--- src/rtl/core/gim_pkg.sv ---
// Shared types, widths and register codes of the Goertzel impedance meter.
package gim_pkg;

  localparam int FRAME_DEPTH_DEF = 1024;

  localparam int SAMPLE_W   = 12;
  localparam int COEF_W     = 16;
  localparam int COEF_FRAC  = 14;
  localparam int OHMS_W     = 24;
  localparam int OHMS_FRAC  = 16;
  localparam int IMP_W      = 24;
  localparam int FS_W       = 11;
  localparam int GZ_W       = 48;
  localparam int MEAN_W     = SAMPLE_W + 8;
  localparam int RE_W       = 50;
  localparam int ABS_W      = 49;
  localparam int SQ_W       = 100;
  localparam int MAG_W      = SQ_W / 2;
  localparam int DIV_W      = MAG_W + 1;
  localparam int STEP_W     = $clog2(DIV_W);
  localparam int SAT_BIT    = 40;
  localparam int SCALE_LO_W = 24;

  localparam int CFG_IDX_W  = 2;
  localparam int CFG_DATA_W = 24;

  typedef enum logic [CFG_IDX_W-1:0] {
    REG_TWICE_COS = 2'd0,
    REG_COS       = 2'd1,
    REG_SIN       = 2'd2,
    REG_OHMS      = 2'd3
  } cfg_reg_t;

  localparam logic signed [COEF_W-1:0] TWICE_COS_RST = 16'sd0;
  localparam logic signed [COEF_W-1:0] COS_RST       = 16'sd0;
  localparam logic signed [COEF_W-1:0] SIN_RST       = 16'sd16384;
  localparam logic [OHMS_W-1:0]        OHMS_RST      = 24'd256272;

  typedef struct packed {
    logic load;
    logic div_start_mean;
    logic div_start_amp;
    logic div_step;
    logic mean_cap;
    logic gz_init;
    logic gz_mul;
    logic gz_add;
    logic fin_mul_re;
    logic fin_re;
    logic fin_mul_im;
    logic fin_im;
    logic sq_start_re;
    logic sq_start_im;
    logic sq_step;
    logic sqrt_start;
    logic sqrt_step;
    logic scale_lo;
    logic scale_hi;
    logic scale_fin;
    logic clear;
  } gim_cmd_t;

  typedef struct packed {
    logic gz_last;
  } gim_stat_t;

endpackage

--- src/rtl/core/gim_controller.sv ---
// Controller: sequences capture, mean, recurrence, magnitude and scaling.
module gim_controller (
  input  logic               clk,
  input  logic               rst,
  input  logic               in_valid,
  input  logic               last_sample,
  output logic               in_ready,
  output logic               out_valid,
  input  logic               out_ready,
  input  gim_pkg::gim_stat_t stat,
  output gim_pkg::gim_cmd_t  cmd
);

  typedef enum logic [4:0] {
    S_LOAD, S_MEAN_START, S_MEAN_DIV, S_MEAN_CAP, S_GZ_MUL, S_GZ_ADD,
    S_RE_MUL, S_RE, S_IM_MUL, S_IM, S_SQ_RE_START, S_SQ_RE, S_SQ_IM_START,
    S_SQ_IM, S_SQRT_START, S_SQRT, S_AMP_START, S_AMP_DIV, S_SC_LO, S_SC_HI,
    S_SC_FIN, S_OUT
  } state_t;

  state_t                     state;
  logic [gim_pkg::STEP_W-1:0] cnt;

  assign in_ready  = state == S_LOAD;
  assign out_valid = state == S_OUT;

  always_comb begin
    cmd                = '0;
    cmd.load           = (state == S_LOAD) && in_valid;
    cmd.div_start_mean = state == S_MEAN_START;
    cmd.div_start_amp  = state == S_AMP_START;
    cmd.div_step       = (state == S_MEAN_DIV) || (state == S_AMP_DIV);
    cmd.mean_cap       = state == S_MEAN_CAP;
    cmd.gz_init        = state == S_MEAN_CAP;
    cmd.gz_mul         = state == S_GZ_MUL;
    cmd.gz_add         = state == S_GZ_ADD;
    cmd.fin_mul_re     = state == S_RE_MUL;
    cmd.fin_re         = state == S_RE;
    cmd.fin_mul_im     = state == S_IM_MUL;
    cmd.fin_im         = state == S_IM;
    cmd.sq_start_re    = state == S_SQ_RE_START;
    cmd.sq_start_im    = state == S_SQ_IM_START;
    cmd.sq_step        = (state == S_SQ_RE) || (state == S_SQ_IM);
    cmd.sqrt_start     = state == S_SQRT_START;
    cmd.sqrt_step      = state == S_SQRT;
    cmd.scale_lo       = state == S_SC_LO;
    cmd.scale_hi       = state == S_SC_HI;
    cmd.scale_fin      = state == S_SC_FIN;
    cmd.clear          = (state == S_OUT) && out_ready;
  end

  always_ff @(posedge clk) begin
    if (rst) begin
      state <= S_LOAD;
      cnt   <= '0;
    end else begin
      unique case (state)
        S_LOAD: begin
          cnt <= '0;
          if (in_valid && last_sample) state <= S_MEAN_START;
        end
        S_MEAN_START: state <= S_MEAN_DIV;
        S_MEAN_DIV: begin
          cnt <= cnt + gim_pkg::STEP_W'(1);
          if (cnt == gim_pkg::STEP_W'(gim_pkg::DIV_W - 1)) begin
            cnt   <= '0;
            state <= S_MEAN_CAP;
          end
        end
        S_MEAN_CAP: state <= S_GZ_MUL;
        S_GZ_MUL:   state <= S_GZ_ADD;
        S_GZ_ADD:   state <= stat.gz_last ? S_RE_MUL : S_GZ_MUL;
        S_RE_MUL:   state <= S_RE;
        S_RE:       state <= S_IM_MUL;
        S_IM_MUL:   state <= S_IM;
        S_IM:       state <= S_SQ_RE_START;
        S_SQ_RE_START: state <= S_SQ_RE;
        S_SQ_RE: begin
          cnt <= cnt + gim_pkg::STEP_W'(1);
          if (cnt == gim_pkg::STEP_W'(gim_pkg::ABS_W - 1)) begin
            cnt   <= '0;
            state <= S_SQ_IM_START;
          end
        end
        S_SQ_IM_START: state <= S_SQ_IM;
        S_SQ_IM: begin
          cnt <= cnt + gim_pkg::STEP_W'(1);
          if (cnt == gim_pkg::STEP_W'(gim_pkg::ABS_W - 1)) begin
            cnt   <= '0;
            state <= S_SQRT_START;
          end
        end
        S_SQRT_START: state <= S_SQRT;
        S_SQRT: begin
          cnt <= cnt + gim_pkg::STEP_W'(1);
          if (cnt == gim_pkg::STEP_W'(gim_pkg::MAG_W - 1)) begin
            cnt   <= '0;
            state <= S_AMP_START;
          end
        end
        S_AMP_START: state <= S_AMP_DIV;
        S_AMP_DIV: begin
          cnt <= cnt + gim_pkg::STEP_W'(1);
          if (cnt == gim_pkg::STEP_W'(gim_pkg::DIV_W - 1)) begin
            cnt   <= '0;
            state <= S_SC_LO;
          end
        end
        S_SC_LO:  state <= S_SC_HI;
        S_SC_HI:  state <= S_SC_FIN;
        S_SC_FIN: state <= S_OUT;
        S_OUT: begin
          if (out_ready) state <= S_LOAD;
        end
        default: state <= S_LOAD;
      endcase
    end
  end

endmodule

--- config.mk ---
export PLATFORM = sky130hd
export DESIGN_NAME = gim_controller
export DESIGN_NICKNAME = d
export VERILOG_FILES = /design/src/rtl/core/gim_pkg.sv /design/src/rtl/core/gim_controller.sv
export SDC_FILE = /design/constraint.sdc
export NUM_CORES = 1
export LEC_CHECK = 0
export ABC_AREA = 1
export ABC_CLOCK_PERIOD_IN_PS = 1300
export BUFFER_PORTS_ARGS = -buffer_cell sky130_fd_sc_hd__buf_2
export CAP_MARGIN = 20
export CORE_ASPECT_RATIO = 1.75
export CORE_MARGIN = 5
export CORE_UTILIZATION = 40
export CTS_CLUSTER_DIAMETER = 40
export CTS_CLUSTER_SIZE = 14
export DETAILED_ROUTE_END_ITERATION = 8
export GPL_TIMING_DRIVEN = 0
export PLACE_DENSITY = 0.66
export SLEW_MARGIN = 25
export SYNTH_ARGS = -nofsm -noshare
export SYNTH_HDL_FRONTEND = slang
export SYNTH_SLANG_ARGS = --single-unit
export TNS_END_PERCENT = 20
--- constraint.sdc ---
create_clock -name clk -period 1.3 [get_ports clk]
set_input_delay 0.065 -clock clk [delete_from_list [all_inputs] [get_ports clk]]
set_output_delay 0.065 -clock clk [all_outputs]
set_load 0.02 [all_outputs]
==> results.json <==
{
  "stdcell_count": 254,
  "p_total_mw": 3.62,
  "drc_errors": 0,
  "core_area_mm2": 0.00266,
  "antenna_found_initial": 0,
  "fp.dieW_um": 49.5,
  "synth_cells": 180,
  "synth_seq_cells": 11,
  "r2r-start": "state[2]",
  "cts_buffers": 3,
  "crit_required_ps": 1240,
  "rr_worst_depth": 8,
  "clk_pin_slew_worst_paths_ps": 50,
  "htree_levels": 1,
  "min_period_over_period_pct": 112,
  "synth-async-reset-ratio_pct": 0,
  "yosys.area_share.adder_pct": 4.58,
  "critPathKind": "flop to primary output",
  "hold_viol": 0,
  "synthXorXnorAreaFrac_pct": 1.60,
  "place_area_mm2": 0.00136,
  "min_path_type": "input pin to flop",
  "muxShareOfSynthArea_pct": 0,
  "overflow": 0,
  "ant_nets": 0,
  "wl_per_cell_um": 14.8,
  "nets": 238,
  "max_freq_mhz": 685,
  "min_period_ps": 1460,
  "netlist_area_mm2": 0.00109,
  "dp.cells": 234,
  "fin_tns_setup_ps": -2200,
  "hold_depth": 2,
  "track_usage_pct": 17.3,
  "power.leakage_nw": 0.862,
  "maxCapViolations": 0,
  "numPortBuffers": 27,
  "ir_worst_vdd_mv": 1.03,
  "wirelength_mm": 3.76,
  "avgSynthCellArea_um2": 6.07,
  "setup_viol": 28,
  "synth_compound_area_share_pct": 10.1,
  "first_pass_iters": 4,
  "synth_top_family_by_area": "simple AND/OR/NAND/NOR gates",
  "fillers": 228,
  "ys.flop_type": "dfxtp_1",
  "synth_edf_count": 0,
  "synth_cell_types": 25,
  "drv_slew": 0,
  "cts.path.max_buffers": 2,
  "cp-start-kind": "flop",
  "relSlewSlack_pct": 74.4,
  "clkLatencyLatePin_ps": 240,
  "fin_skew_ps": 3.01,
  "cts_root_buffer": "clkbuf_8",
  "yosys_warnings": 0,
  "pre_cts_slack_ps": -248,
  "setup_slack_ps": -161,
  "synth_nets": 190,
  "grt_pass1_vias": 1275,
  "tightest_slew_ps": 383,
  "reg2reg_setup_slack_ps": -140,
  "grt_pass1_wl_mm": 5.40,
  "ys_seq_area_share_pct": 20.2,
  "io_pins": 29,
  "power_density_mw_per_mm2": 2000,
  "min-delay-start": "rst",
  "cp-end-kind": "primary output",
  "avgViaCountPerCell": 5.28,
  "vias": 1341,
  "grt_setup_unrepaired": "true",
  "dieArea_mm2": 0.00392,
  "cts_tree": "done",
  "synthToLayoutAreaGrowth_pct": 66.2,
  "hold_end": "cnt[4]",
  "grt_max_degree": 11,
  "drtIter0Drc": 45,
  "stdcell_area_mm2": 0.00182,
  "violations": "negative setup slack",
  "dpl.hpwl_mm": 2.47,
  "r2r_end": "cnt[2]",
  "gp_congestion": 0.933,
  "drive_gt1_share_pct": 49.8,
  "clock-sinks": 11,
  "diodes": 0,
  "initial_core_util_pct": 41.1,
  "synth-simple-area-share_pct": 50.2,
  "status": "finished, violations left",
  "cts_hold_buf": 0,
  "worstPathArrival_ps": 1400,
  "num_rows": 25,
  "die_h_um": 79.1,
  "critPathMaxFanout": 7
}
-- cells in the mapped netlist (2+ instances only) --
| master | instances | share of area, % |
|---|---|---|
| nor2_1 | 38 | 13 |
| nand2_1 | 31 | 11 |
| inv_1 | 21 | 7.2 |
| nand3_1 | 13 | 6.0 |
| dfxtp_1 | 11 | 20 |
| a21oi_1 | 10 | 4.6 |
| nand4_1 | 8 | 4.6 |
| nand2_2 | 6 | 3.4 |
| nand3_2 | 6 | 5.5 |
| inv_2 | 5 | 1.7 |
| o21ai_0 | 5 | 2.3 |
| ha_1 | 4 | 4.6 |
| buf_4 | 3 | 2.1 |
| nor2_2 | 3 | 1.7 |
| buf_6 | 2 | 2.1 |
| nor2_4 | 2 | 2.1 |
| nor3_1 | 2 | 0.92 |
| o21a_1 | 2 | 1.4 |
| xor2_1 | 2 | 1.6 |
-- flip-flops by register name (all words and copies together), names as in the netlist --
register	cells
cnt	6
state	5
-- layout by cell type (no fill, tap or decap), types with 7 or more instances in the layout --
cell type and count:
nand2_2 8, buf_4 25, buf_2 10, nor2_4 10, a21oi_1 8, nor2_1 30, nand3_4 7, nand4_1 8
nand2_4 7, buf_6 8, inv_1 16, nand3_1 9, nand2_1 22
-- how the worst max path moves through the flow --
stage / startpoint / end / cells after the start
6_report: state[2] / cmd[16] / 7
5_1_grt: state[2] / cnt[2] / 8
4_1_cts: state[3] / state[2] / 10
3_5_place_dp: state[3] / state[2] / 10
3_3_place_gp: state[3] / state[2] / 10
2_1_floorplan: state[4] / state[2] / 10
-- repair_timing --
item                       in CTS  in global routing
gates resized for setup        50                 30
cloned                          0                  1
setup endpoints to repair      31                 33
pin swaps                       8                 12
setup buffers                   8                  9
-- area by class of cell --
cell class,count,area (µm²),area share [%]
multi-input combinational,137,943,52.0
timing repair buffer,45,385,21.2
sequential,11,241,13.3
inverter,26,115,6.34
buffer,4,51.3,2.83
clock buffer,4,45.0,2.48
tap,27,33.8,1.86
-- metal layers --
| metal | track usage, % | part of all wire, % | up-vias |
|---|---|---|---|
| met3 | 1.88 | 3.8 | 13 |
| met4 | 11.5 | 5.2 | 0 |
| met2 | 35.3 | 57 | 38 |
| li1 | - | - | 677 |
| met1 | 14.7 | 34 | 613 |
| met5 | 0 | 0 | - |
-- power breakdown --
| part | switching [mW] | total, mW | internal (mW) |
|---|---|---|---|
| clock | 0.124 | 0.338 | 0.215 |
| combinational | 1.53 | 2.67 | 1.14 |
| sequential | 0.176 | 0.617 | 0.442 |
| total | 1.83 | 3.62 | 1.80 |
-- logic make-up after synthesis --
logic type,count (synthesis)
AND/OR/NAND/NOR,111
buffers and inverters,32
AO/OA/AOI/OAI,20
flip-flops,11
adder cells (fa/ha/maj),4
XOR/XNOR,2
-- metrics by stage --
stage          utilization (%)  hold slack, ps
6_report                  68.3             187
5_1_grt                   68.3             218
4_1_cts                   61.6             180
3_5_place_dp              51.1             427
3_3_place_gp              51.1             420
2_1_floorplan                -             249
-- worst max-delay path: stages (launching register included) --
cell and delay [ps]:
dfxtp_4 400, nor2_4 220, nand2_2 100, inv_2 100
nand2_2 50, inv_2 70, buf_4 110, buf_6 100
(Power assumes the default switching activity.)
